===== src/hdl/bsc_pkg.sv =====
// Shared types and constants for the barometric sensor compensation core.
package bsc_pkg;

    localparam int CALIB_W         = 16;
    localparam int CFG_IDX_W       = 3;
    localparam int C5_SHIFT        = 8;
    localparam int DT_W            = CALIB_W + C5_SHIFT + 1;
    localparam int PRD1_W          = 44;
    localparam int SQD_W           = 2 * DT_W;
    localparam int TEMP_W          = 20;
    localparam int OFF_W           = 40;
    localparam int SENS_W          = 40;
    localparam int T2_W            = 18;
    localparam int LO_W            = 18;
    localparam int SQ_W            = 2 * LO_W;
    localparam int CORR_W          = 39;
    localparam int TEMP_SHIFT      = 23;
    localparam int OFF_SHIFT       = 7;
    localparam int SENS_SHIFT      = 8;
    localparam int T2_SHIFT        = 31;
    localparam int OFF_BASE_SHIFT  = 16;
    localparam int SENS_BASE_SHIFT = 15;
    localparam int SENS_SPLIT      = 20;
    localparam int PROD_SHIFT      = 21;
    localparam int PRES_SHIFT      = 15;
    localparam int PRES_W          = 32;
    localparam int TOUT_W          = 19;

    localparam logic signed [TEMP_W-1:0] TEMP_REF     = 20'sd2000;
    localparam logic signed [TEMP_W-1:0] TEMP_VLOW    = -20'sd1500;
    localparam logic signed [TEMP_W-1:0] TEMP_OUT_MAX = 20'sd262143;
    localparam logic signed [TEMP_W-1:0] TEMP_OUT_MIN = -20'sd262144;

    typedef enum logic [CFG_IDX_W-1:0] {
        CFG_PRESSURE_SENSITIVITY  = 3'd0,
        CFG_PRESSURE_OFFSET       = 3'd1,
        CFG_SENS_TEMP_COEFF       = 3'd2,
        CFG_OFFSET_TEMP_COEFF     = 3'd3,
        CFG_REFERENCE_TEMPERATURE = 3'd4,
        CFG_TEMPERATURE_SLOPE     = 3'd5
    } t_cfg_idx;

    typedef struct packed {
        logic [CALIB_W-1:0] pressure_sensitivity;
        logic [CALIB_W-1:0] pressure_offset;
        logic [CALIB_W-1:0] sens_temp_coeff;
        logic [CALIB_W-1:0] offset_temp_coeff;
        logic [CALIB_W-1:0] reference_temperature;
        logic [CALIB_W-1:0] temperature_slope;
    } t_calib;

    typedef struct packed {
        logic signed [TEMP_W-1:0] temp;
        logic signed [OFF_W-1:0]  off;
        logic signed [SENS_W-1:0] sens;
        logic [T2_W-1:0]          t2;
    } t_first_res;

    typedef struct packed {
        logic signed [TEMP_W-1:0] temp;
        logic signed [OFF_W-1:0]  off;
        logic signed [SENS_W-1:0] sens;
    } t_second_res;

endpackage


===== src/hdl/bsc_second_order.sv =====
// Second-order correction pipeline applied below the reference temperature.
module bsc_second_order
    import bsc_pkg::*;
#(
    parameter int ADC_BITS = 24
) (
    input  logic                i_clk,
    input  logic                i_rst_n,
    input  logic                i_valid,
    output logic                o_stall,
    input  logic [ADC_BITS-1:0] i_d1,
    input  t_first_res          i_res,
    output logic                o_valid,
    input  logic                i_stall,
    output logic [ADC_BITS-1:0] o_d1,
    output t_second_res         o_res
);

    localparam int STAGES = 2;

    logic [STAGES-1:0] adv;
    logic [STAGES-1:0] r_vld;

    logic [ADC_BITS-1:0]     r_d1_s1;
    t_first_res              r_first;
    logic signed [SQ_W-1:0]  r_lsq;
    logic signed [SQ_W-1:0]  r_vsq;
    logic                    r_low;
    logic                    r_vlow;
    logic signed [TEMP_W-1:0] lo_full;
    logic signed [TEMP_W-1:0] vlo_full;
    logic signed [LO_W-1:0]  lo;
    logic signed [LO_W-1:0]  vlo;
    logic signed [SQ_W-1:0]  n_lsq;
    logic signed [SQ_W-1:0]  n_vsq;
    logic                    n_low;
    logic                    n_vlow;

    logic [ADC_BITS-1:0]     r_d1_s2;
    t_second_res             r_res;
    t_second_res             n_res;
    logic [CORR_W-1:0]       lsq_u;
    logic [CORR_W-1:0]       vsq_u;
    logic [CORR_W-1:0]       lsq5;
    logic [CORR_W-1:0]       vsq7;
    logic [CORR_W-1:0]       vsq11;
    logic [CORR_W-1:0]       off2;
    logic [CORR_W-1:0]       sens2;

    always_comb begin
        adv[STAGES-1] = !r_vld[STAGES-1] || !i_stall;
        for (int k = STAGES - 2; k >= 0; k--) begin
            adv[k] = !r_vld[k] || adv[k+1];
        end
    end

    assign o_stall = !adv[0];

    always_ff @(posedge i_clk) begin
        if (!i_rst_n) begin
            r_vld <= '0;
        end else begin
            if (adv[0]) r_vld[0] <= i_valid;
            if (adv[1]) r_vld[1] <= r_vld[0];
        end
    end

    assign lo_full  = i_res.temp - TEMP_REF;
    assign vlo_full = i_res.temp - TEMP_VLOW;
    assign lo       = $signed(lo_full[LO_W-1:0]);
    assign vlo      = $signed(vlo_full[LO_W-1:0]);
    assign n_lsq    = lo * lo;
    assign n_vsq    = vlo * vlo;
    assign n_low    = i_res.temp < TEMP_REF;
    assign n_vlow   = i_res.temp < TEMP_VLOW;

    assign lsq_u = {{(CORR_W-SQ_W){1'b0}}, r_lsq};
    assign vsq_u = {{(CORR_W-SQ_W){1'b0}}, r_vsq};
    assign lsq5  = (lsq_u << 2) + lsq_u;
    assign vsq7  = (vsq_u << 3) - vsq_u;
    assign vsq11 = (vsq_u << 3) + (vsq_u << 1) + vsq_u;
    assign off2  = (lsq5 >> 1) + (r_vlow ? vsq7 : '0);
    assign sens2 = (lsq5 >> 2) + (r_vlow ? (vsq11 >> 1) : '0);

    always_comb begin
        n_res.temp = r_first.temp;
        n_res.off  = r_first.off;
        n_res.sens = r_first.sens;
        if (r_low) begin
            n_res.temp = r_first.temp - $signed({{(TEMP_W-T2_W){1'b0}}, r_first.t2});
            n_res.off  = r_first.off - $signed({{(OFF_W-CORR_W){1'b0}}, off2});
            n_res.sens = r_first.sens - $signed({{(SENS_W-CORR_W){1'b0}}, sens2});
        end
    end

    always_ff @(posedge i_clk) begin
        if (adv[0]) begin
            r_d1_s1 <= i_d1;
            r_first <= i_res;
            r_lsq   <= n_lsq;
            r_vsq   <= n_vsq;
            r_low   <= n_low;
            r_vlow  <= n_vlow;
        end
        if (adv[1]) begin
            r_d1_s2 <= r_d1_s1;
            r_res   <= n_res;
        end
    end

    assign o_valid = r_vld[STAGES-1];
    assign o_d1    = r_d1_s2;
    assign o_res   = r_res;

endmodule


===== config.mk =====
export PLATFORM = sky130hd
export DESIGN_NAME = bsc_second_order
export DESIGN_NICKNAME = d
export VERILOG_FILES = /design/src/hdl/bsc_pkg.sv /design/src/hdl/bsc_second_order.sv
export SDC_FILE = /design/constraint.sdc
export NUM_CORES = 2
export LEC_CHECK = 0
export BUFFER_PORTS_ARGS = -buffer_cell sky130_fd_sc_hd__buf_4
export CORE_ASPECT_RATIO = 1.2
export CORE_MARGIN = 5
export CORE_UTILIZATION = 54
export DETAILED_ROUTE_END_ITERATION = 6
export GPL_ROUTABILITY_DRIVEN = 0
export PLACE_DENSITY = 0.75
export SLEW_MARGIN = 0
export SYNTH_ARGS = -nofsm -noshare
export SYNTH_HDL_FRONTEND = slang
export SYNTH_SLANG_ARGS = --single-unit

===== constraint.sdc =====
create_clock -name i_clk -period 12.3 [get_ports i_clk]
set_input_delay 3.69 -clock i_clk [delete_from_list [all_inputs] [get_ports i_clk]]
set_output_delay 3.69 -clock i_clk [all_outputs]
set_load 0.02 [all_outputs]

==> summary.txt <==
Clocking
  – Root Buffer: clkbuf_16
  – CTS H-tree lvls: 2
  – CTS tree: yes
  – Post-CTS sizing: 0
  – CTS Buf Count: 36
  – Clock tree buffer depth: 3
  – Clock slew at reported path FFs: 70 ps
  – Hold_buf cts: 0
  – Clk Latency, worst-skew pair: 570 ps
  – Post-CTS setup buffers: 0
  – CTS sink cnt: 337

Detailed routing
  – Detailed Route Iter0 Violations: 2424
  – Routed WL: 120200 µm
  – Residual DRC count: 0
  – Vias per cell: 5.657
  – DRT antenna net count: 0
  – Initial DRT Pass Iterations: 5
  – Wire per inst: 18.79 µm
  – Vias: 36190

Timing
  – Slew @ Worst Pin: 1102 ps
  – Worst hold slack: 422.6 ps
  – Slew Limit Fails: 0
  – Post-route setup slack: 662.3 ps
  – Count of final setup violators: 0
  – Max_slew headroom: 25.63%
  – Final worst-path cycle share: 94.62%
  – Clk_skew: 25.58 ps
  – Min Tclk post-route: 11640 ps
  – Unrepaired setup endpoints after global routing: false
  – Fmax: 85.93 MHz
  – Final Hold Viols: 0
  – Total negative slack: 0 ps

Setup path
  – WS Path Type: in2reg
  – Worst setup EP type: flip-flop
  – WP data arrival: 12060 ps
  – CP delay by family, top: adder cells
  – Crit-path max FO: 9
  – Critical path's largest stage delay: 530 ps
  – Slowest-stage cell, CP: fa_1
  – CP Buf/Inv Count: 12
  – Critical Path Start Type: input pin
  – Crit-path most repeated cell: inv_1
  – WP data required: 12720 ps

Synthesis
  – Syn Nets: 6177
  – Asr flop ratio synth: 0%
  – Post-synthesis adder-cell area fraction: 39.23%
  – YS warnings: 0
  – Largest cells by area after synthesis: fa_1, edfxtp_1, ha_1
  – Synth Area in Simple Gates: 11.30%
  – Synth area leader: fa_1
  – Combinational family with the most area after synthesis: adder cells
  – Synth unique cells: 74
  – Cell area after synthesis: 0.04744 mm²
  – Post-Synth XOR/XNOR Area: 5.924%
  – Post-synthesis compound-gate area fraction: 12.60%
  – Register area share after synthesis: 21.29%
  – Post-Synthesis Cells: 4921
  – EDFF count, synth: 335
  – Mux contribution to synthesized area: 1.638%
  – Syn_area_per_cell: 9.640 µm²
  – #FFs+latches synth: 337
  – Top cell type's share of synthesized area: 26.54%
  – Synth Flop Type: edfxtp_1

GRT
  – Most used routing layer: met2
  – M3 GR Usage: 3.029%
  – Total grt overflow: 0
  – GR Util met2: 46.64%
  – Pin count of the biggest net entering global routing: 75
  – Gr usage total: 25.64%
  – Met1 Resource Use GR: 30.83%
  – First-pass GRT wire length: 194000 µm
  – Vias in the first global route: 38280
  – Initial antenna violation count: 4

Die
  – Rows: 119
  – Die X: 280.6 µm
  – Initial core utilization: 54.18%
  – IO Count: 272
  – Die ar.: 0.09390 mm²
  – DIE HEIGHT: 334.7 µm
  – Core footprint: 0.08755 mm²

Placement
  – Dpl cell area: 0.05120 mm²
  – Number of I/O port buffers: 271
  – Dpl hpwl: 100500 µm
  – Pre-CTS WS: 168.4 ps

Layout
  – Cell area after layout: 0.05237 mm²
  – Commonest cells after routing, fill and taps aside: inv_1, fa_1, ha_1
  – Layout cells sized above 1: 9.607%
  – Layout Nets: 6476
  – Area grow syn2layout: 10.41%
  – Commonest non-fill, non-tap cell in the layout: inv_1

Outcome
  – Status: completed

Job
  – Max-Cap Viols: 0

Worst hold path
  – Worst hold path class: reg2reg
per-layer routing:
layer  vias up  routed length, µm
met2      1205              60780
met3       360               7009
li1      16960                  -
met1     17660              46500
met4         6               5862
met5         -                 47
final timing paths:
kind                                            from             endpoint  slack [ps]  cells past startpoint
worst max-delay path                      i_res[101]  r_vsq[35]$_DFFE_PN_         660                     36
worst min-delay path            r_d1_s1[6]$_DFFE_PN_    o_d1[6]$_DFFE_PP_         420                      0
worst max register to register    r_lsq[2]$_DFFE_PN_  o_res[76]$_DFFE_PP_        3980                     28
worst min register to register  r_d1_s1[6]$_DFFE_PN_    o_d1[6]$_DFFE_PP_         420                      0
cells by family after synthesis:
logic type,count (synthesis)
AOI/OAI and AO/OA,922
xor gates and xnor gates,320
adders and majority gates,1110
buffers and inverters,1010
DFF,337
muxes,70
other,2
and+or+nand+nor,1150
sequential cells by signal (all words and copies together) (netlist names):
signal,flops
r_first,118
r_vld,2
r_low,1
r_d1_s1,24
o_d1,24
r_lsq,34
r_vlow,1
r_vsq,33
o_res,100
cells in the mapped netlist, types with 6 or more instances:
cell	count
nor4_1	9
and4_1	6
or4_1	6
o21a_1	49
mux2i_1	9
a211oi_1	38
nand2_1	326
o2111ai_1	9
mux2_2	61
nor2b_1	53
and2_1	46
a211o_1	12
a221oi_1	9
or3_1	27
fa_1	629
o21bai_1	44
nand4_1	39
a21boi_0	14
o21ai_0	157
edfxtp_1	335
nand2b_1	70
nand3_1	58
xor2_1	122
clkinv_1	9
clkbuf_1	88
o211ai_1	20
o311ai_0	9
nor3_1	55
a31oi_1	31
xnor2_1	197
a31o_2	8
nor2_1	378
o31ai_1	28
nor3b_1	8
a21o_1	153
ha_1	481
a2111oi_0	7
inv_1	909
a221o_1	6
or2_2	19
and3_1	36
a311oi_1	7
a21oi_1	271
worst reg2reg max path: cells and delay by family, from the launching register on:
family / cells / cell delay (ps)
adder cells (fa/ha/maj): 4 / 1250
XOR/XNOR: 2 / 600
AND/OR/NAND/NOR: 6 / 1610
flip-flops: 1 / 520
AO/OA/AOI/OAI: 16 / 4100
cell type report:
cell class	count	area, µm²
fill	7338	35180
multi-input combinational	3574	33560
sequential	337	10100
inverter	918	3446
timing repair buffer	353	2650
tap	1149	1438
clock buffer	41	940.9
clock inverter	23	229.0
antenna	3	7.507
metrics by stage:
stage | util [%] | cells
after floorplan | - | 4921
after global routing | 59.81 | 6395
after CTS | 59.81 | 6395
final | 59.82 | 6398
after global placement | 58.48 | 6331
after detailed placement | 58.48 | 6331
Power is not shown: default switching activity piles up to over one toggle a cycle in this logic, so the estimate is an artifact.
