## config.mk

```make
export PLATFORM = sky130hd
export DESIGN_NAME = bsc_pressure
export DESIGN_NICKNAME = d
export VERILOG_FILES = /design/src/hdl/bsc_pkg.sv /design/src/hdl/bsc_pressure.sv
export SDC_FILE = /design/constraint.sdc
export NUM_CORES = 2
export LEC_CHECK = 0
export ABC_AREA = 1
export BUFFER_PORTS_ARGS = -buffer_cell sky130_fd_sc_hd__buf_2
export CAP_MARGIN = 20
export CORE_MARGIN = 1.5
export CORE_UTILIZATION = 50
export DETAILED_ROUTE_END_ITERATION = 16
export GPL_ROUTABILITY_DRIVEN = 0
export PLACE_DENSITY = 0.69
export SYNTH_ARGS = -nofsm -noshare
export SYNTH_HDL_FRONTEND = slang
export SYNTH_SLANG_ARGS = --single-unit
```

## constraint.sdc

```tcl
create_clock -name i_clk -period 6.95 [get_ports i_clk]
set_input_delay 0.3475 -clock i_clk [delete_from_list [all_inputs] [get_ports i_clk]]
set_output_delay 0.3475 -clock i_clk [all_outputs]
set_load 0.02 [all_outputs]
```

## src/hdl/bsc_pkg.sv

```systemverilog
// Shared types and constants for the barometric sensor compensation core.
package bsc_pkg;

    localparam int CALIB_W         = 16;
    localparam int CFG_IDX_W       = 3;
    localparam int C5_SHIFT        = 8;
    localparam int DT_W            = CALIB_W + C5_SHIFT + 1;
    localparam int PRD1_W          = 44;
    localparam int SQD_W           = 2 * DT_W;
    localparam int TEMP_W          = 20;
    localparam int OFF_W           = 40;
    localparam int SENS_W          = 40;
    localparam int T2_W            = 18;
    localparam int LO_W            = 18;
    localparam int SQ_W            = 2 * LO_W;
    localparam int CORR_W          = 39;
    localparam int TEMP_SHIFT      = 23;
    localparam int OFF_SHIFT       = 7;
    localparam int SENS_SHIFT      = 8;
    localparam int T2_SHIFT        = 31;
    localparam int OFF_BASE_SHIFT  = 16;
    localparam int SENS_BASE_SHIFT = 15;
    localparam int SENS_SPLIT      = 20;
    localparam int PROD_SHIFT      = 21;
    localparam int PRES_SHIFT      = 15;
    localparam int PRES_W          = 32;
    localparam int TOUT_W          = 19;

    localparam logic signed [TEMP_W-1:0] TEMP_REF     = 20'sd2000;
    localparam logic signed [TEMP_W-1:0] TEMP_VLOW    = -20'sd1500;
    localparam logic signed [TEMP_W-1:0] TEMP_OUT_MAX = 20'sd262143;
    localparam logic signed [TEMP_W-1:0] TEMP_OUT_MIN = -20'sd262144;

    typedef enum logic [CFG_IDX_W-1:0] {
        CFG_PRESSURE_SENSITIVITY  = 3'd0,
        CFG_PRESSURE_OFFSET       = 3'd1,
        CFG_SENS_TEMP_COEFF       = 3'd2,
        CFG_OFFSET_TEMP_COEFF     = 3'd3,
        CFG_REFERENCE_TEMPERATURE = 3'd4,
        CFG_TEMPERATURE_SLOPE     = 3'd5
    } t_cfg_idx;

    typedef struct packed {
        logic [CALIB_W-1:0] pressure_sensitivity;
        logic [CALIB_W-1:0] pressure_offset;
        logic [CALIB_W-1:0] sens_temp_coeff;
        logic [CALIB_W-1:0] offset_temp_coeff;
        logic [CALIB_W-1:0] reference_temperature;
        logic [CALIB_W-1:0] temperature_slope;
    } t_calib;

    typedef struct packed {
        logic signed [TEMP_W-1:0] temp;
        logic signed [OFF_W-1:0]  off;
        logic signed [SENS_W-1:0] sens;
        logic [T2_W-1:0]          t2;
    } t_first_res;

    typedef struct packed {
        logic signed [TEMP_W-1:0] temp;
        logic signed [OFF_W-1:0]  off;
        logic signed [SENS_W-1:0] sens;
    } t_second_res;

endpackage

```

## src/hdl/bsc_pressure.sv

```systemverilog
// Pressure pipeline: split wide product, scaling, offset removal, temperature clamp and output register.
module bsc_pressure
    import bsc_pkg::*;
#(
    parameter int ADC_BITS = 24
) (
    input  logic                     i_clk,
    input  logic                     i_rst_n,
    input  logic                     i_valid,
    output logic                     o_stall,
    input  logic [ADC_BITS-1:0]      i_d1,
    input  t_second_res              i_res,
    output logic                     o_valid,
    input  logic                     i_stall,
    output logic signed [PRES_W-1:0] o_pressure,
    output logic signed [TOUT_W-1:0] o_temperature
);

    localparam int STAGES = 3;
    localparam int PL_W   = ADC_BITS + SENS_SPLIT;
    localparam int PH_W   = ADC_BITS + 1 + SENS_W - SENS_SPLIT;
    localparam int PRD_W  = PH_W + SENS_SPLIT;
    localparam int SH_W   = PRD_W - PROD_SHIFT;
    localparam int DIF_W  = ((SH_W > OFF_W) ? SH_W : OFF_W) + 1;
    localparam int PV_W   = DIF_W - PRES_SHIFT;

    logic [STAGES-1:0] adv;
    logic [STAGES-1:0] r_vld;

    logic [PL_W-1:0]           r_p_lo;
    logic signed [PH_W-1:0]    r_p_hi;
    logic signed [OFF_W-1:0]   r_off_s1;
    logic signed [TOUT_W-1:0]  r_temp_s1;
    logic [PL_W-1:0]           n_p_lo;
    logic signed [PH_W-1:0]    n_p_hi;
    logic signed [TOUT_W-1:0]  n_temp;

    logic signed [PRD_W-1:0]   r_prod;
    logic signed [OFF_W-1:0]   r_off_s2;
    logic signed [TOUT_W-1:0]  r_temp_s2;
    logic signed [PRD_W-1:0]   n_prod;

    logic signed [PRES_W-1:0]  r_pres;
    logic signed [TOUT_W-1:0]  r_temp_s3;
    logic signed [SH_W-1:0]    sh;
    logic signed [DIF_W-1:0]   diff;
    logic signed [PRES_W-1:0]  n_pres;

    always_comb begin
        adv[STAGES-1] = !r_vld[STAGES-1] || !i_stall;
        for (int k = STAGES - 2; k >= 0; k--) begin
            adv[k] = !r_vld[k] || adv[k+1];
        end
    end

    assign o_stall = !adv[0];

    always_ff @(posedge i_clk) begin
        if (!i_rst_n) begin
            r_vld <= '0;
        end else begin
            if (adv[0]) r_vld[0] <= i_valid;
            if (adv[1]) r_vld[1] <= r_vld[0];
            if (adv[2]) r_vld[2] <= r_vld[1];
        end
    end

    assign n_p_lo = i_d1 * i_res.sens[SENS_SPLIT-1:0];
    assign n_p_hi = $signed({1'b0, i_d1}) * $signed(i_res.sens[SENS_W-1:SENS_SPLIT]);

    always_comb begin
        if (i_res.temp > TEMP_OUT_MAX) begin
            n_temp = TEMP_OUT_MAX[TOUT_W-1:0];
        end else if (i_res.temp < TEMP_OUT_MIN) begin
            n_temp = TEMP_OUT_MIN[TOUT_W-1:0];
        end else begin
            n_temp = i_res.temp[TOUT_W-1:0];
        end
    end

    assign n_prod = $signed({r_p_hi, {SENS_SPLIT{1'b0}}})
                  + $signed({{(PRD_W-PL_W){1'b0}}, r_p_lo});

    // The scaled result stays well inside 32 bits, so sign extension is exact.
    assign sh     = $signed(r_prod[PRD_W-1:PROD_SHIFT]);
    assign diff   = $signed({{(DIF_W-SH_W){sh[SH_W-1]}}, sh})
                  - $signed({{(DIF_W-OFF_W){r_off_s2[OFF_W-1]}}, r_off_s2});
    assign n_pres = $signed({{(PRES_W-PV_W){diff[DIF_W-1]}}, diff[DIF_W-1:PRES_SHIFT]});

    always_ff @(posedge i_clk) begin
        if (adv[0]) begin
            r_p_lo    <= n_p_lo;
            r_p_hi    <= n_p_hi;
            r_off_s1  <= i_res.off;
            r_temp_s1 <= n_temp;
        end
        if (adv[1]) begin
            r_prod    <= n_prod;
            r_off_s2  <= r_off_s1;
            r_temp_s2 <= r_temp_s1;
        end
        if (adv[2]) begin
            r_pres    <= n_pres;
            r_temp_s3 <= r_temp_s2;
        end
    end

    assign o_valid       = r_vld[STAGES-1];
    assign o_pressure    = r_pres;
    assign o_temperature = r_temp_s3;

endmodule

```

==> summary.md <==
| Metric | Value |
|---|---|
| Largest net degree at the start of global routing | 72 |
| Cell taking the most area after synthesis | fa_1 |
| Min Hold Slack | 36.5 ps |
| RSZ-0062 raised after global routing | no |
| Clock Sinks | 283 |
| Critical path endpoint category | flop |
| YS warnings | 0 |
| Mapped cell area | 47600 um^2 |
| NumNets Final | 7367 |
| Setup bufs post-CTS | 0 |
| Resized Gates After CTS | 0 |
| Starting Density | 0.508 |
| Total wire length | 129000 um |
| Hold buffers post-CTS | 42 |
| Tcrit/Tclk final | 0.891 |
| Vias in the first global route | 40500 |
| Setup CP Type | in2reg |
| Total number of vias | 38300 |
| Post-DP Area | 50200 um^2 |
| CTS tree | yes |
| Seq/Total Area, Yosys | 0.178 |
| Max Cap Viol | 0 |
| Post-Syn Nets | 7207 |
| Worst EP required | 7300 ps |
| Layout area overhead | 8.47% |
| Inserted Clock Buffers | 27 |
| First-pass GRT wire length | 212000 um |
| Initial antenna violation count | 3 |
| # setup viols final | 0 |
| Main flop type after synthesis | edfxtp_1 |
| Yosys top cell area share | 0.330 |
| Synthesized flop and latch total | 283 |
| Clock root buffer | clkbuf_16 |
| Final Skew | 14.4 ps |
| Port Buffers | 180 |
| Hold Fails Final Rpt | 0 |
| Setup TNS | 0 ps |
| Crit path max-delay family | adder cells |
| Design area | 51600 um^2 |
| Most frequent cells in the layout | inv_1, nand2_1, fa_1, ha_1, nor2_1 |
| Syn Area/Cell | 8.07 um^2 |
| CP Launch Type | input pin |
| Distinct cell type count after synthesis | 49 |
| Syn Inst Count | 5895 |
| CTS clk-pin slew, worst paths | 70 ps |
| Clk buf depth | 3 |
| Worst path bufs/invs | 9 |
| HPWL Detailed | 105000 um |
| HP Class | in2reg |
| EDFF count, synth | 280 |
| Total Routing Usage GR | 0.274 |
| Routed Antenna Nets | 0 |
| Max stage delay cell, worst path | fa_1 |
| Site row count | 112 |
| Worst relative slew slack | 0.359 |
| Layout cell share with drive strength beyond 1 | 0.0660 |
| Die Area | 97000 um^2 |
| Synth top area cells | fa_1, edfxtp_1, inv_1, nand2_1, ha_1 |
| Critical-path maximum fanout | 16 |
| Total core area | 93700 um^2 |
| Drt wl/cell | 17.6 um |
| Ports | 181 |
| Worst skew pair latency | 580 ps |
| GRT overflow | 0 |
| FMAX | 0.161 GHz |
| Die Ht | 311 um |
| FFs w/ async S/R, synth | 0 |
| Status | finished, final reports clean |
| Max Transition Viols Final | 0 |
| Most common cell after layout, fill and taps aside | inv_1 |
| Slew @ Worst Pin | 961 ps |
| Arr. time, crit path | 6540 ps |
| 1st-pass router iterations | 6 |
| Vias per cell | 5.22 |
| CP Cell Sequence | buf_2 -> buf_4 -> nand2_1 -> fa_1 -> inv_1 -> fa_1 -> inv_1 -> fa_1 -> inv_1 -> fa_1 -> fa_1 -> fa_1 -> inv_1 -> fa_1 -> inv_1 -> ha_1 -> nand2_1 -> nor2_1 -> inv_1 -> nor2_1 -> inv_1 -> nor3_2 -> a21oi_1 -> xnor2_1 |
| Initial DRC Count | 3337 |
| Die Span X | 311 um |
| CP max stage delay | 550 ps |
| Drt drc | 0 |
| H-tree levels | 1 |
| Final min period | 6190 ps |
[registers in the layout (all words and copies together), names as in the netlist]
| name | cells |
|---|---|
| r_temp_s2 | 19 |
| r_off_s1 | 40 |
| o_pressure | 30 |
| o_temperature | 19 |
| r_off_s2 | 40 |
| r_prod | 44 |
| r_p_lo | 24 |
| r_temp_s1 | 19 |
| r_vld | 3 |
| r_p_hi | 45 |
[cell type report]
type	count	area [um^2]
Fill cell	8647	42100
Multi-Input combinational cell	3804	32300
Sequential cell	283	8470
Inverter	1625	6110
Timing Repair Buffer	314	2120
Tap cell	1254	1570
Clock buffer	27	676
Clock inverter	23	337
Antenna cell	4	10.0
[worst paths after layout]
kind                            depth (start not counted)  slack, ps                 to          start
worst min register to register                          0        410  o_temperature[13]  r_temp_s2[13]
worst max-delay path                                   24        760         r_p_lo[26]       i_d1[16]
worst max register to register                          7       3740          r_p_hi[6]       r_vld[2]
worst min-delay path                                    3         40           r_vld[0]        i_rst_n
[metal layers]
metal / part of all wire / wire (um) / global-route usage
met5: 0 / 0 / 0
met4: 0.038 / 4920 / 0.0921
met3: 0.088 / 11300 / 0.0384
met2: 0.46 / 59300 / 0.450
met1: 0.41 / 53600 / 0.374
[kinds of logic (layout without fill, tap and decap cells)]
| group | after synthesis | count (layout) | synth area share |
|---|---|---|---|
| adders and majority gates | 1184 | 1184 | 0.435 |
| xor gates and xnor gates | 92 | 92 | 0.0169 |
| DFF | 283 | 283 | 0.178 |
| AOI/OAI and AO/OA | 421 | 421 | 0.0491 |
| other | 0 | 4 | 0 |
| and+or+nand+nor | 2107 | 2107 | 0.178 |
| buffers and inverters | 1808 | 1989 | 0.143 |
[tightest hold or removal path: cells and delay by family]
kind                   cells  cell delay (ps)
buffers and inverters      2              130
AND/OR/NAND/NOR            1               90
[synthesized netlist by cell type, types with 11 or more instances]
master    count
ha_1        399
xor2_1       75
a21oi_1     211
nand3_1     124
nand2_1    1555
inv_1      1613
clkbuf_1    178
o21ai_0     125
nand2_2      11
edfxtp_1    280
nand4_1      42
fa_1        785
a21o_1       11
nor2_2       18
nor3_1       30
o21ai_1      11
o21a_1       21
nor2_1      282
xnor2_1      17
or2_2        12
o21bai_1     14
[stage by stage]
step	setup WS, ps	util	cells
2_1_floorplan	590	-	5895
3_3_place_gp	374	0.535	7238
3_5_place_dp	315	0.535	7238
4_1_cts	903	0.550	7330
5_1_grt	466	0.550	7332
6_report	758	0.551	7334
Power is not shown: default switching activity piles up to over one toggle a cycle in this logic, so the estimate is an artifact.
