**src/hdl/bsc_pkg.sv**
```systemverilog
// Shared types and constants for the barometric sensor compensation core.
package bsc_pkg;

    localparam int CALIB_W         = 16;
    localparam int CFG_IDX_W       = 3;
    localparam int C5_SHIFT        = 8;
    localparam int DT_W            = CALIB_W + C5_SHIFT + 1;
    localparam int PRD1_W          = 44;
    localparam int SQD_W           = 2 * DT_W;
    localparam int TEMP_W          = 20;
    localparam int OFF_W           = 40;
    localparam int SENS_W          = 40;
    localparam int T2_W            = 18;
    localparam int LO_W            = 18;
    localparam int SQ_W            = 2 * LO_W;
    localparam int CORR_W          = 39;
    localparam int TEMP_SHIFT      = 23;
    localparam int OFF_SHIFT       = 7;
    localparam int SENS_SHIFT      = 8;
    localparam int T2_SHIFT        = 31;
    localparam int OFF_BASE_SHIFT  = 16;
    localparam int SENS_BASE_SHIFT = 15;
    localparam int SENS_SPLIT      = 20;
    localparam int PROD_SHIFT      = 21;
    localparam int PRES_SHIFT      = 15;
    localparam int PRES_W          = 32;
    localparam int TOUT_W          = 19;

    localparam logic signed [TEMP_W-1:0] TEMP_REF     = 20'sd2000;
    localparam logic signed [TEMP_W-1:0] TEMP_VLOW    = -20'sd1500;
    localparam logic signed [TEMP_W-1:0] TEMP_OUT_MAX = 20'sd262143;
    localparam logic signed [TEMP_W-1:0] TEMP_OUT_MIN = -20'sd262144;

    typedef enum logic [CFG_IDX_W-1:0] {
        CFG_PRESSURE_SENSITIVITY  = 3'd0,
        CFG_PRESSURE_OFFSET       = 3'd1,
        CFG_SENS_TEMP_COEFF       = 3'd2,
        CFG_OFFSET_TEMP_COEFF     = 3'd3,
        CFG_REFERENCE_TEMPERATURE = 3'd4,
        CFG_TEMPERATURE_SLOPE     = 3'd5
    } t_cfg_idx;

    typedef struct packed {
        logic [CALIB_W-1:0] pressure_sensitivity;
        logic [CALIB_W-1:0] pressure_offset;
        logic [CALIB_W-1:0] sens_temp_coeff;
        logic [CALIB_W-1:0] offset_temp_coeff;
        logic [CALIB_W-1:0] reference_temperature;
        logic [CALIB_W-1:0] temperature_slope;
    } t_calib;

    typedef struct packed {
        logic signed [TEMP_W-1:0] temp;
        logic signed [OFF_W-1:0]  off;
        logic signed [SENS_W-1:0] sens;
        logic [T2_W-1:0]          t2;
    } t_first_res;

    typedef struct packed {
        logic signed [TEMP_W-1:0] temp;
        logic signed [OFF_W-1:0]  off;
        logic signed [SENS_W-1:0] sens;
    } t_second_res;

endpackage

```
**src/hdl/bsc_first_order.sv**
```systemverilog
// First-order compensation pipeline: dT, temperature, offset, sensitivity and the T2 term.
module bsc_first_order
    import bsc_pkg::*;
#(
    parameter int ADC_BITS = 24
) (
    input  logic                i_clk,
    input  logic                i_rst_n,
    input  t_calib              i_calib,
    input  logic                i_valid,
    output logic                o_stall,
    input  logic [ADC_BITS-1:0] i_d1,
    input  logic [ADC_BITS-1:0] i_d2,
    output logic                o_valid,
    input  logic                i_stall,
    output logic [ADC_BITS-1:0] o_d1,
    output t_first_res          o_res
);

    localparam int STAGES = 3;

    logic [STAGES-1:0] adv;
    logic [STAGES-1:0] r_vld;

    logic [ADC_BITS-1:0]      r_d1_s1;
    logic signed [DT_W-1:0]   r_dt;
    logic signed [DT_W-1:0]   n_dt;

    logic [ADC_BITS-1:0]      r_d1_s2;
    logic signed [PRD1_W-1:0] r_p_temp;
    logic signed [PRD1_W-1:0] r_p_off;
    logic signed [PRD1_W-1:0] r_p_sens;
    logic signed [SQD_W-1:0]  r_sq;
    logic signed [PRD1_W-1:0] n_p_temp;
    logic signed [PRD1_W-1:0] n_p_off;
    logic signed [PRD1_W-1:0] n_p_sens;
    logic signed [SQD_W-1:0]  n_sq;

    logic [ADC_BITS-1:0]      r_d1_s3;
    t_first_res               r_res;
    t_first_res               n_res;
    logic signed [PRD1_W-1:0] temp_sh;
    logic signed [PRD1_W-1:0] off_sh;
    logic signed [PRD1_W-1:0] sens_sh;

    always_comb begin
        adv[STAGES-1] = !r_vld[STAGES-1] || !i_stall;
        for (int k = STAGES - 2; k >= 0; k--) begin
            adv[k] = !r_vld[k] || adv[k+1];
        end
    end

    assign o_stall = !adv[0];

    always_ff @(posedge i_clk) begin
        if (!i_rst_n) begin
            r_vld <= '0;
        end else begin
            if (adv[0]) r_vld[0] <= i_valid;
            if (adv[1]) r_vld[1] <= r_vld[0];
            if (adv[2]) r_vld[2] <= r_vld[1];
        end
    end

    assign n_dt = $signed({{(DT_W-ADC_BITS){1'b0}}, i_d2})
                - $signed({1'b0, i_calib.reference_temperature, {C5_SHIFT{1'b0}}});

    assign n_p_temp = r_dt * $signed({1'b0, i_calib.temperature_slope});
    assign n_p_off  = r_dt * $signed({1'b0, i_calib.offset_temp_coeff});
    assign n_p_sens = r_dt * $signed({1'b0, i_calib.sens_temp_coeff});
    assign n_sq     = r_dt * r_dt;

    assign temp_sh = r_p_temp >>> TEMP_SHIFT;
    assign off_sh  = r_p_off >>> OFF_SHIFT;
    assign sens_sh = r_p_sens >>> SENS_SHIFT;

    always_comb begin
        n_res.temp = TEMP_REF + $signed(temp_sh[TEMP_W-1:0]);
        n_res.off  = $signed({{(OFF_W-CALIB_W-OFF_BASE_SHIFT){1'b0}},
                              i_calib.pressure_offset, {OFF_BASE_SHIFT{1'b0}}})
                   + $signed(off_sh[OFF_W-1:0]);
        n_res.sens = $signed({{(SENS_W-CALIB_W-SENS_BASE_SHIFT){1'b0}},
                              i_calib.pressure_sensitivity, {SENS_BASE_SHIFT{1'b0}}})
                   + $signed(sens_sh[SENS_W-1:0]);
        n_res.t2   = r_sq[T2_SHIFT +: T2_W];
    end

    always_ff @(posedge i_clk) begin
        if (adv[0]) begin
            r_d1_s1 <= i_d1;
            r_dt    <= n_dt;
        end
        if (adv[1]) begin
            r_d1_s2  <= r_d1_s1;
            r_p_temp <= n_p_temp;
            r_p_off  <= n_p_off;
            r_p_sens <= n_p_sens;
            r_sq     <= n_sq;
        end
        if (adv[2]) begin
            r_d1_s3 <= r_d1_s2;
            r_res   <= n_res;
        end
    end

    assign o_valid = r_vld[STAGES-1];
    assign o_d1    = r_d1_s3;
    assign o_res   = r_res;

endmodule

```
**config.mk**
```make
export PLATFORM = sky130hd
export DESIGN_NAME = bsc_first_order
export DESIGN_NICKNAME = d
export VERILOG_FILES = /design/src/hdl/bsc_pkg.sv /design/src/hdl/bsc_first_order.sv
export SDC_FILE = /design/constraint.sdc
export NUM_CORES = 2
export LEC_CHECK = 0
export BUFFER_PORTS_ARGS = -buffer_cell sky130_fd_sc_hd__buf_2
export CAP_MARGIN = 20
export CELL_PAD_IN_SITES_DETAIL_PLACEMENT = 0
export CELL_PAD_IN_SITES_GLOBAL_PLACEMENT = 1
export CORE_MARGIN = 5
export CORE_UTILIZATION = 35
export CTS_BUF_LIST = sky130_fd_sc_hd__clkbuf_4 sky130_fd_sc_hd__clkbuf_8 sky130_fd_sc_hd__clkbuf_16
export DETAILED_ROUTE_END_ITERATION = 7
export PLACE_DENSITY_LB_ADDON = 0.1
export SLEW_MARGIN = 25
export SYNTH_ARGS = -nofsm -noshare
export SYNTH_HDL_FRONTEND = slang
export SYNTH_SLANG_ARGS = --single-unit
```
**constraint.sdc**
```tcl
create_clock -name i_clk -period 19.9 [get_ports i_clk]
set_input_delay 0.995 -clock i_clk [delete_from_list [all_inputs] [get_ports i_clk]]
set_output_delay 0.995 -clock i_clk [all_outputs]
set_load 0.01 [all_outputs]
```
==> impl_metrics.tcl <==
set metrics [dict create \
    status "finished, final reports clean" \
    multi_input_area_um2 54700 \
    drt-wirelength-per-cell_um 18.98 \
    cts_tree "built" \
    utilization_pct 37.94 \
    final_layout_size_suffix_gt1_share_pct 6.046 \
    clock-sinks 315 \
    cts-htree-levels 2 \
    drv_cap 0 \
    clock_skew_ns 0.02072 \
    die_area_um2 217400 \
    reg2reg_from "r_dt[5]$_DFFE_PN_" \
    hp-start "r_p_off[18]$_DFFE_PP_" \
    clk_latency_ns 0.66 \
    num_vias 46680 \
    report.final.slew_viol_count 0 \
    max_freq_mhz 110.5 \
    std_cell_rows 167 \
    grt_util_all_layers_pct 18.58 \
    port_buffers 291 \
    seq_area_frac_synth_pct 12.94 \
    drtAntennaViolNets 0 \
    grt_pass1_wl_um 314100 \
    crit_start "r_dt[5]$_DFFE_PN_" \
    topRoutingLayerUsed "met5" \
    synth_ff_type "edfxtp_1" \
    avgSynthCellArea_um2 9.968 \
    yosys.area.top_type "fa_1" \
    wl_met3_um 7174 \
    drtIter0Drc 1907 \
    post-synth-top-count-cell "inv_1" \
    syn_area_um2 72850 \
    antenna_found_initial 17 \
    reg2regPathDepth 24 \
    worstSetupStartpointType "flip-flop" \
    netlist_instances 7309 \
    final.fill_count 20860 \
    synth_fp_nets 9726 \
    synth_top_cells_by_count "2010 x inv_1, 1767 x fa_1, 937 x nand2_1" \
    hold_viol 0 \
    synth.top_cell.area_share_pct 48.55 \
    wl_met1_um 90790 \
    gr-total-overflow 0 \
    yosysWarnings 0 \
    path_clk_slew_ns 0.06 \
    nNetsFinal 9809 \
    postCtsSetupRepairBufs 0 \
    cp-end-kind "flip-flop" \
    grt_max_degree 67 \
    cts_buffers 42 \
    wl_um 193900 \
    dpl_cell_area_um2 77060 \
    fin_setup_tns_ns 0 \
    rsz0062_at_grt "false" \
    cts_resized 0 \
    die_y_um 466.2 \
    hold_depth 0 \
    synth_edf_count 312 \
    drcViolationCount 0 \
    ys_types 75 \
    die_x_um 466.2 \
    ff_latch_area_um2 9429 \
    cp_max_fo 42 \
    setup_violations 0 \
    finalCriticalPeriod_ns 9.051 \
    period_share_pct 45.48 \
    area_growth_syn_to_layout_pct 7.823 \
    hold_buffers 0 \
    required_ns 20.29 \
    slew_headroom_pct 31.82 \
    crit_type "flip-flop to flip-flop" \
    post-dp-hpwl_um 152800 \
    start_util_pct 35.18 \
    routed-wl-met2_um 93130 \
    grt_pass1_vias 53180 \
    drtPass1Iterations 5 \
    viasPerCell 4.567 \
    coreArea_um2 207100 \
    hp-class "flip-flop to flip-flop" \
    tightestPinTransition_ns 1.023 \
    async_flop_share_pct 0 \
    crit_arrival_ns 9.44 \
    io_pins 292 \
    synth-seq-cells 315 \
    clock_path_buffers 3 \
    root_buffer "clkbuf_16" \
    fin_area_um2 78550 \
    yosys-top-cells-area "fa_1 49%, edfxtp_1 13%, inv_1 10%" \
    place.gp.congestion 0.8059 \
]
[critical path, cell delays in order (launching register included)]
cell and delay (ns):
edfxtp_1 0.32, buf_4 0.50, buf_4 0.55, and2_1 0.27, fa_1 0.48, fa_1 0.40, fa_1 1.01, inv_1 0.52
fa_1 0.63, inv_1 0.05, fa_1 0.52, inv_1 0.05, fa_1 0.47, inv_1 0.04, ha_1 0.35, a21o_1 0.18
a21oi_1 0.20, o21ai_0 0.12, a221oi_1 0.34, o311ai_0 0.25, o211ai_1 0.59, o21ai_1 0.29, a311oi_2 0.39, o21bai_1 0.11
xnor2_1 0.13
[per-stage QoR]
stage | setup slack, ns | hold slack [ns] | instances
2_1_floorplan | 12.40 | 0.4003 | 7309
3_3_place_gp | 10.44 | 0.4000 | 10140
3_5_place_dp | 10.79 | 0.4045 | 10140
4_1_cts | 10.75 | 0.4035 | 10210
5_1_grt | 10.28 | 0.4224 | 10220
6_report | 10.85 | 0.4034 | 10220
[registers in the layout, indices dropped and copies added, names as in the netlist]
signal    flops
o_d1         24
o_res       109
r_d1_s1      24
r_d1_s2      24
r_dt         25
r_p_off      35
r_p_sens     34
r_p_temp     19
r_sq         18
r_vld         3
[placed cells by master, fill, tap and decap left out, types with 8 or more instances in the layout]
cell type  count
nand2b_1      24
fa_1        1767
nor4_1        10
o21a_1        28
ha_1         502
nor2b_1       39
buf_2        291
a21oi_1      108
and2_1       614
nand4_1       19
nand3_1       22
o21ai_0       56
edfxtp_1     312
buf_4         59
nor3_1        22
xor2_1        55
or3_1          8
a21o_1        53
xnor2_1      142
a211oi_1      12
nor2_1       106
and3_1        25
nand2_1      935
clkinv_2       8
o21bai_1      10
clkbuf_16     42
inv_1       2009
[area by class of cell]
| cell class | instances | share of cell area, % |
|---|---|---|
| inverter | 2010 | 9.611 |
| clock inverter | 28 | 0.4587 |
| clock buffer | 50 | 1.422 |
| timing repair buffer | 350 | 2.418 |
| sequential | 315 | 12.00 |
| multi-input combinational | 4673 | 69.63 |
| tap | 2788 | 4.441 |
| antenna | 6 | 0.01911 |
[metal layers]
layer	GRT usage, %	vias up
met5	0	-
met4	2.824	6
met3	1.975	149
met2	31.21	709
met1	26.61	24460
li1	-	21360
[path summary, 6_finish.rpt]
| kind | endpoint | slack [ns] |
|---|---|---|
| worst max-delay path | r_sq[48]$_DFFE_PP_ | 10.85 |
| worst min-delay path | o_res[69]$_DFFE_PP_ | 0.40 |
| worst max register to register | r_sq[48]$_DFFE_PP_ | 10.85 |
| worst min register to register | o_res[69]$_DFFE_PP_ | 0.40 |
[logic make-up after synthesis]
family          count (synthesis)  share of synthesized area, %
buf+inv                      2321                         12.01
flops                         315                         12.94
fa+ha+maj                    2269                         57.18
compound gates                356                         3.217
mux                             2                       0.02920
xor+xnor                      197                         2.368
simple gates                 1849                         12.26
Power is not shown: default switching activity piles up to over one toggle a cycle in this logic, so the estimate is an artifact.
